===== config.mk =====
export PLATFORM = sky130hd
export DESIGN_NAME = vector_distance_accumulator_core
export DESIGN_NICKNAME = d
export VERILOG_FILES = /design/src/rtl/core/vda_pkg.sv /design/src/rtl/core/vda_item_sum.sv /design/src/rtl/core/vda_accum.sv /design/src/rtl/core/vector_distance_accumulator_core.sv
export SDC_FILE = /design/constraint.sdc
export NUM_CORES = 2
export LEC_CHECK = 0
export BUFFER_PORTS_ARGS = -buffer_cell sky130_fd_sc_hd__clkbuf_2
export CAP_MARGIN = 10
export CORE_AREA = 2 2 374 302
export CTS_BUF_LIST = sky130_fd_sc_hd__clkbuf_8
export DETAILED_ROUTE_END_ITERATION = 7
export DIE_AREA = 0 0 376 304
export PLACE_DENSITY = 0.91
export SETUP_SLACK_MARGIN = 0.5
export SLEW_MARGIN = 20
export SYNTH_ARGS = -nofsm -noshare
export SYNTH_HDL_FRONTEND = slang
export SYNTH_SLANG_ARGS = --single-unit

===== constraint.sdc =====
create_clock -name clk -period 9.8 [get_ports clk]
set_input_delay 0.98 -clock clk [delete_from_list [all_inputs] [get_ports clk]]
set_output_delay 0.98 -clock clk [all_outputs]
set_load 0.02 [all_outputs]

===== src/rtl/core/vda_pkg.sv =====
// Shared constants and request types of the vector distance accumulator.
`timescale 1ns / 1ps

package vda_pkg;

    localparam int LANES      = 4;
    localparam int IN_LANES   = 4;
    localparam int EFF_LANES  = (LANES < IN_LANES) ? LANES : IN_LANES;
    localparam int ELEM_W     = 16;
    localparam int LANE_CNT_W = 3;
    localparam int MAX_DIM    = 4096;
    localparam int CNT_W      = $clog2(MAX_DIM + 1);
    localparam int ACC_W      = 48;
    localparam int PROD_W     = 2 * ELEM_W + 2;
    localparam int ISUM_W     = PROD_W + $clog2(IN_LANES);

    localparam logic signed [ACC_W-1:0] ACC_MAX = {1'b0, {(ACC_W-1){1'b1}}};
    localparam logic signed [ACC_W-1:0] ACC_MIN = {1'b1, {(ACC_W-1){1'b0}}};

    typedef enum logic {
        MODE_INNER = 1'b0,
        MODE_L2    = 1'b1
    } metric_t;

    // One accepted request, lane count already clamped.
    typedef struct packed {
        logic [IN_LANES-1:0][ELEM_W-1:0] a;
        logic [IN_LANES-1:0][ELEM_W-1:0] b;
        logic [LANE_CNT_W-1:0]           lanes;
        logic                            last;
        metric_t                         mode;
    } lane_req_t;

    // Exact sum of one request's lane terms.
    typedef struct packed {
        logic [ISUM_W-1:0]     sum;
        logic [LANE_CNT_W-1:0] lanes;
        logic                  last;
        metric_t               mode;
    } item_req_t;

endpackage


===== src/rtl/core/vda_item_sum.sv =====
// Lane multipliers and the per-request sum, two registered stages.
`timescale 1ns / 1ps

module vda_item_sum (
    input  logic               clk,
    input  logic               rst_n,
    input  logic               in_valid,
    input  vda_pkg::lane_req_t in_req,
    output logic               in_ready,
    output logic               out_valid,
    output vda_pkg::item_req_t out_item,
    input  logic               out_ready
);
    import vda_pkg::*;

    logic signed [ELEM_W:0]   op_x [IN_LANES];
    logic signed [ELEM_W:0]   op_y [IN_LANES];
    logic signed [PROD_W-1:0] prod_next [IN_LANES];
    logic signed [PROD_W-1:0] prod_reg [IN_LANES];
    logic [LANE_CNT_W-1:0]    p_lanes_reg;
    logic                     p_last_reg;
    metric_t                  p_mode_reg;
    logic                     p_valid_reg;
    logic                     p_ready;
    logic                     s_valid_reg;
    logic                     s_ready;
    logic signed [ISUM_W-1:0] sum_next;
    item_req_t                item_reg;

    assign s_ready  = !s_valid_reg || out_ready;
    assign p_ready  = !p_valid_reg || s_ready;
    assign in_ready = p_ready;

    // One multiplier per lane: a*b, or (a-b)*(a-b) for the L2 metric.
    always_comb
    begin
        for (int i = 0; i < IN_LANES; i++)
        begin
            if (in_req.mode == MODE_L2)
            begin
                op_x[i] = $signed({in_req.a[i][ELEM_W-1], in_req.a[i]})
                        - $signed({in_req.b[i][ELEM_W-1], in_req.b[i]});
                op_y[i] = op_x[i];
            end
            else
            begin
                op_x[i] = $signed({in_req.a[i][ELEM_W-1], in_req.a[i]});
                op_y[i] = $signed({in_req.b[i][ELEM_W-1], in_req.b[i]});
            end
            if (LANE_CNT_W'(i) < in_req.lanes)
            begin
                prod_next[i] = PROD_W'(op_x[i] * op_y[i]);
            end
            else
            begin
                prod_next[i] = '0;
            end
        end
    end

    always_comb
    begin
        sum_next = '0;
        for (int i = 0; i < IN_LANES; i++)
        begin
            sum_next = sum_next + ISUM_W'(prod_reg[i]);
        end
    end

    always_ff @(posedge clk or negedge rst_n)
    begin
        if (!rst_n)
        begin
            p_valid_reg <= 1'b0;
            s_valid_reg <= 1'b0;
        end
        else
        begin
            if (p_ready)
            begin
                p_valid_reg <= in_valid;
            end
            if (s_ready)
            begin
                s_valid_reg <= p_valid_reg;
            end
        end
    end

    always_ff @(posedge clk)
    begin
        if (in_valid && p_ready)
        begin
            for (int i = 0; i < IN_LANES; i++)
            begin
                prod_reg[i] <= prod_next[i];
            end
            p_lanes_reg <= in_req.lanes;
            p_last_reg  <= in_req.last;
            p_mode_reg  <= in_req.mode;
        end
        if (p_valid_reg && s_ready)
        begin
            item_reg.sum   <= sum_next;
            item_reg.lanes <= p_lanes_reg;
            item_reg.last  <= p_last_reg;
            item_reg.mode  <= p_mode_reg;
        end
    end

    assign out_valid = s_valid_reg;
    assign out_item  = item_reg;

endmodule


===== src/rtl/core/vda_accum.sv =====
// Saturating accumulator, element counter and the registered result stage.
`timescale 1ns / 1ps

module vda_accum (
    input  logic                              clk,
    input  logic                              rst_n,
    input  logic                              in_valid,
    input  vda_pkg::item_req_t                in_item,
    output logic                              in_ready,
    output logic                              result_valid,
    input  logic                              result_stall,
    output logic signed [vda_pkg::ACC_W-1:0]  distance,
    output logic                              saturated,
    output logic [vda_pkg::CNT_W-1:0]         element_count
);
    import vda_pkg::*;

    logic signed [ACC_W-1:0] acc_reg;
    logic                    clip_reg;
    logic [CNT_W-1:0]        cnt_reg;
    logic signed [ACC_W:0]   wide_sum;
    logic                    hit;
    logic signed [ACC_W-1:0] acc_next;
    logic [CNT_W:0]          cnt_wide;
    logic [CNT_W-1:0]        cnt_next;
    logic                    fire;

    logic                    fin_valid_reg;
    logic signed [ACC_W-1:0] fin_sum_reg;
    logic                    fin_clip_reg;
    logic [CNT_W-1:0]        fin_cnt_reg;
    metric_t                 fin_mode_reg;
    logic                    fin_ready;
    logic                    fin_is_min;
    logic signed [ACC_W-1:0] dist_next;
    logic                    sat_next;

    logic                    out_valid_reg;
    logic                    out_ready;
    logic signed [ACC_W-1:0] dist_reg;
    logic                    sat_reg;
    logic [CNT_W-1:0]        count_reg;

    assign out_ready = !out_valid_reg || !result_stall;
    assign fin_ready = !fin_valid_reg || out_ready;
    // Only a closing request needs room in the result stage.
    assign in_ready  = !in_item.last || fin_ready;
    assign fire      = in_valid && in_ready;

    // One extra bit shows overflow; the item sum is added in a single step.
    always_comb
    begin
        wide_sum = $signed({acc_reg[ACC_W-1], acc_reg})
                 + $signed((ACC_W+1)'($signed(in_item.sum)));
        hit = (wide_sum[ACC_W] != wide_sum[ACC_W-1]);
        if (!hit)
        begin
            acc_next = wide_sum[ACC_W-1:0];
        end
        else if (wide_sum[ACC_W])
        begin
            acc_next = ACC_MIN;
        end
        else
        begin
            acc_next = ACC_MAX;
        end
        cnt_wide = {1'b0, cnt_reg} + (CNT_W+1)'(in_item.lanes);
        if (cnt_wide > (CNT_W+1)'(MAX_DIM))
        begin
            cnt_next = CNT_W'(MAX_DIM);
        end
        else
        begin
            cnt_next = cnt_wide[CNT_W-1:0];
        end
    end

    // Negating the most negative sum clips and marks the result saturated.
    always_comb
    begin
        fin_is_min = (fin_sum_reg == ACC_MIN);
        if (fin_mode_reg == MODE_INNER)
        begin
            dist_next = fin_is_min ? ACC_MAX : -fin_sum_reg;
            sat_next  = fin_clip_reg || fin_is_min;
        end
        else
        begin
            dist_next = fin_sum_reg;
            sat_next  = fin_clip_reg;
        end
    end

    always_ff @(posedge clk or negedge rst_n)
    begin
        if (!rst_n)
        begin
            acc_reg       <= '0;
            clip_reg      <= 1'b0;
            cnt_reg       <= '0;
            fin_valid_reg <= 1'b0;
            out_valid_reg <= 1'b0;
        end
        else
        begin
            if (fire)
            begin
                if (in_item.last)
                begin
                    acc_reg  <= '0;
                    clip_reg <= 1'b0;
                    cnt_reg  <= '0;
                end
                else
                begin
                    acc_reg  <= acc_next;
                    clip_reg <= clip_reg || hit;
                    cnt_reg  <= cnt_next;
                end
            end
            if (fin_ready)
            begin
                fin_valid_reg <= fire && in_item.last;
            end
            if (out_ready)
            begin
                out_valid_reg <= fin_valid_reg;
            end
        end
    end

    always_ff @(posedge clk)
    begin
        if (fire && in_item.last)
        begin
            fin_sum_reg  <= acc_next;
            fin_clip_reg <= clip_reg || hit;
            fin_cnt_reg  <= cnt_next;
            fin_mode_reg <= in_item.mode;
        end
        if (fin_valid_reg && out_ready)
        begin
            dist_reg  <= dist_next;
            sat_reg   <= sat_next;
            count_reg <= fin_cnt_reg;
        end
    end

    assign result_valid  = out_valid_reg;
    assign distance      = dist_reg;
    assign saturated     = sat_reg;
    assign element_count = count_reg;

endmodule


===== src/rtl/core/vector_distance_accumulator_core.sv =====
// Top level of the vector distance accumulator: input register and stage wiring.
//
//   Channel   Direction  Handshake               Payload
//   config    in         cfg_wr_en               cfg_wr_data (metric_mode)
//   item      in         item_valid, item_stall  a_lane0..3, b_lane0..3, lanes_used,
//                                                last_item
//   result    out        result_valid, result_stall  distance, saturated,
//                                                element_count
//
// One request is taken per cycle while item_stall is low; acc_reg alone sits in the
// accumulator loop. A closing request passes the product, sum and final registers to
// the output register. Reset clears the accumulator, clip flag, element count and
// metric mode. The stages advance independently, so the input keeps moving while a
// result waits; requests stall only once every stage in front of them is full.
`timescale 1ns / 1ps

module vector_distance_accumulator_core (
    input  logic                                clk,
    input  logic                                rst_n,
    input  logic                                cfg_wr_en,
    input  logic                                cfg_wr_data,
    input  logic                                item_valid,
    output logic                                item_stall,
    input  logic signed [vda_pkg::ELEM_W-1:0]   a_lane0,
    input  logic signed [vda_pkg::ELEM_W-1:0]   a_lane1,
    input  logic signed [vda_pkg::ELEM_W-1:0]   a_lane2,
    input  logic signed [vda_pkg::ELEM_W-1:0]   a_lane3,
    input  logic signed [vda_pkg::ELEM_W-1:0]   b_lane0,
    input  logic signed [vda_pkg::ELEM_W-1:0]   b_lane1,
    input  logic signed [vda_pkg::ELEM_W-1:0]   b_lane2,
    input  logic signed [vda_pkg::ELEM_W-1:0]   b_lane3,
    input  logic [vda_pkg::LANE_CNT_W-1:0]      lanes_used,
    input  logic                                last_item,
    output logic                                result_valid,
    input  logic                                result_stall,
    output logic signed [vda_pkg::ACC_W-1:0]    distance,
    output logic                                saturated,
    output logic [vda_pkg::CNT_W-1:0]           element_count
);
    import vda_pkg::*;

    metric_t   mode_reg;
    logic      in_valid_reg;
    lane_req_t in_req_reg;
    lane_req_t in_req_next;
    logic      sum_ready;
    logic      item_valid_s;
    item_req_t item_s;
    logic      acc_ready;

    always_comb
    begin
        in_req_next.a[0] = a_lane0;
        in_req_next.a[1] = a_lane1;
        in_req_next.a[2] = a_lane2;
        in_req_next.a[3] = a_lane3;
        in_req_next.b[0] = b_lane0;
        in_req_next.b[1] = b_lane1;
        in_req_next.b[2] = b_lane2;
        in_req_next.b[3] = b_lane3;
        if (lanes_used > LANE_CNT_W'(EFF_LANES))
        begin
            in_req_next.lanes = LANE_CNT_W'(EFF_LANES);
        end
        else
        begin
            in_req_next.lanes = lanes_used;
        end
        in_req_next.last = last_item;
        in_req_next.mode = mode_reg;
    end

    assign item_stall = in_valid_reg && !sum_ready;

    always_ff @(posedge clk or negedge rst_n)
    begin
        if (!rst_n)
        begin
            mode_reg     <= MODE_INNER;
            in_valid_reg <= 1'b0;
        end
        else
        begin
            if (cfg_wr_en)
            begin
                mode_reg <= metric_t'(cfg_wr_data);
            end
            if (!item_stall)
            begin
                in_valid_reg <= item_valid;
            end
        end
    end

    always_ff @(posedge clk)
    begin
        if (item_valid && !item_stall)
        begin
            in_req_reg <= in_req_next;
        end
    end

    vda_item_sum u_item_sum (
        .clk       (clk),
        .rst_n     (rst_n),
        .in_valid  (in_valid_reg),
        .in_req    (in_req_reg),
        .in_ready  (sum_ready),
        .out_valid (item_valid_s),
        .out_item  (item_s),
        .out_ready (acc_ready)
    );

    vda_accum u_accum (
        .clk           (clk),
        .rst_n         (rst_n),
        .in_valid      (item_valid_s),
        .in_item       (item_s),
        .in_ready      (acc_ready),
        .result_valid  (result_valid),
        .result_stall  (result_stall),
        .distance      (distance),
        .saturated     (saturated),
        .element_count (element_count)
    );

endmodule


==> results.ini <==
[run_status]
status=complete, no violations

[floorplanning]
die_area_sq_mm=0.114
rows=110
start_util_pct=64.1
io_pins=202
die_w_um=376
die_height_um=304
core_sq_mm=0.111

[logic_synthesis]
synthDistinctLibCells=84
synthAdderAreaFrac_pct=44.2
synth_xor_area_share_pct=3.33
yosys_warnings=0
synth_top_area_cell=fa_1
synth.ff_latch_count=508
synth_top_family_by_area=adder cells
synth-simple-area-share_pct=13.2
syn_inst=7354
async_reset_ff_share_pct=13.4
dominantRegCellSynth=edfxtp_1
yosysTopAreaCellShare_pct=35.5
syn_area_sq_mm=0.0713
synth_area_leaders=fa_1 35%, edfxtp_1 19%, ha_1 8.6%
syn_nets=9242
postSynthAreaPerCell_sq_um=9.69
synth_edf_count=440
ys_seq_area_share_pct=20.9
muxShareOfSynthArea_pct=0.748
synth_compound_gate_area_share_pct=9.20

[drt]
via_per_inst=6.00
dr.pass1.iters=7
vias=54800
avgRoutedWirePerCell_um=20.5
drt_iter0_drc=6106
wl_um=187000
ant_nets=0
drc=0

[cells_and_area]
drive_above_1_share_pct=8.62
syn_to_final_growth_pct=7.85
largest_reg_flops=136
nFillCells=7844
multiInputGateArea_sq_mm=0.0508
final-seq-area_sq_mm=0.0149
fin_nets=9489
layout_commonest_cell=inv_1
final_cell_mix=1399 x inv_1, 1261 x fa_1, 810 x nand2_1

[sta]
period_needed_ns=9.11
fin_setup_tns_ns=0
fmax_ghz=0.110
worstMarginPinSlew_ns=1.24
setup_violations=0
clock_skew_ns=0.0695
hold_viol_final=0
rsz0062_at_grt=true
final_max_slew_viol_count=0
finalCritPeriodShare_pct=92.9
slew_headroom_pct=17.0

[global_route]
top_usage_layer=met2
antenna_found_initial=3
gr-usage-all-layers_pct=33.2
grt_pass1_vias=57100
met1_usage_pct=44.7
grt_pass1_wl_um=299000
grt_max_degree=184
grtUsageMet2_pct=51.9
grt_util_met3_pct=8.43
grt_overflow=0

[critical_path]
cpMostUsedCell=fa_1
start_kind=flop
crit_type=flop to flop
worstPathRequired_ns=10.41
crit_path_top_delay_cell=fa_1
cp.arrival_ns=9.72
crit_fanout=12
cp-end-kind=flop
slowest_delay_ns=0.54

[cts]
cts-root-buf=clkbuf_8
postCtsHoldBufs=0
cts_made_buffers=84
htreeDepth=3
clk_latency_ns=0.84
cts_buffer_depth=3
cts.sinks=508
cts_tree=done
clkSlewWorstSetupHoldPaths_ns=0.07

[job]
drv_cap=0

[placement]
port_buffers=201
place_congestion=1.02
dp_hpwl_um=150000

[hold_path]
hold_path.class=primary input to async pin

worst max-delay path: cells and delay by family (launching register included):
family                     cells  cell delay [ns]
muxes                          1             0.32
and+or+nand+nor                8             1.32
buffers and inverters          5             0.67
AOI/OAI and AO/OA             11             2.69
adders and majority gates      8             3.53
DFF                            1             0.42
stage by stage:
step	area, sq um	worst slack [ns]	std cells	utilization [%]	hold slack, ns
after CTS	76100	0.520	9088	68.4	0.258
after global routing	76800	0.388	9131	69.1	0.256
after floorplan	71300	1.01	7354	-	0.400
after detailed placement	74300	0.208	8929	66.8	0.405
after global placement	74300	0.514	8929	66.8	0.404
final	76800	0.691	9131	69.1	0.302
cells in the mapped netlist, types with 105 or more instances:
master	instances
xnor2_1	199
edfxtp_1	440
nand2_1	811
ha_1	487
nor3_1	105
a21oi_1	252
o21ai_0	199
a21o_1	128
fa_1	1263
clkbuf_1	177
nor2_1	785
inv_1	1372
worst paths after layout:
kind,to,slack [ns],depth (start not counted),start
setup / recovery,u_item_sum.prod_reg[2][32],0.69,33,in_req_reg[38]
min in group clk,in_req_reg[121],0.32,1,a_lane3[4]
max in group asynchronous,u_accum.acc_reg[27],8.85,1,rst_n
hold / removal,u_accum.acc_reg[10],0.30,1,rst_n
hold reg to reg,u_accum.element_count[11],0.42,0,u_accum.fin_cnt_reg[11]
setup reg to reg,u_item_sum.prod_reg[2][32],0.69,33,in_req_reg[38]
repair_timing:
action	CTS	global route
gates resized for setup	13	104
setup endpoints to repair	8	40
pin swaps	1	20
setup buffers	3	37
kinds of logic after synthesis:
logic type,after synthesis
muxes,50
AOI/OAI and AO/OA,1019
DFF,508
xor gates and xnor gates,271
and+or+nand+nor,2158
adders and majority gates,1762
buffers and inverters,1586
final cells by class:
class                      count  area share (%)
multi-input combinational   5260            66.2
clock inverter                68           0.684
sequential                   508            19.4
clock buffer                  88            1.58
antenna                        4          0.0130
inverter                    1373            6.71
timing repair buffer         374            3.07
tap                         1456            2.37
per-layer routing:
layer,share of wire [%],routed length (um),vias to the layer above
met3,12,22300,675
met4,4.6,8590,0
li1,-,-,23900
met1,38,70900,26900
met2,46,85400,3388
met5,0,0,-
Power is left out: the tool's default activity adds up to more than one toggle a clock period on the data nets, which glitch-free logic cannot reach.
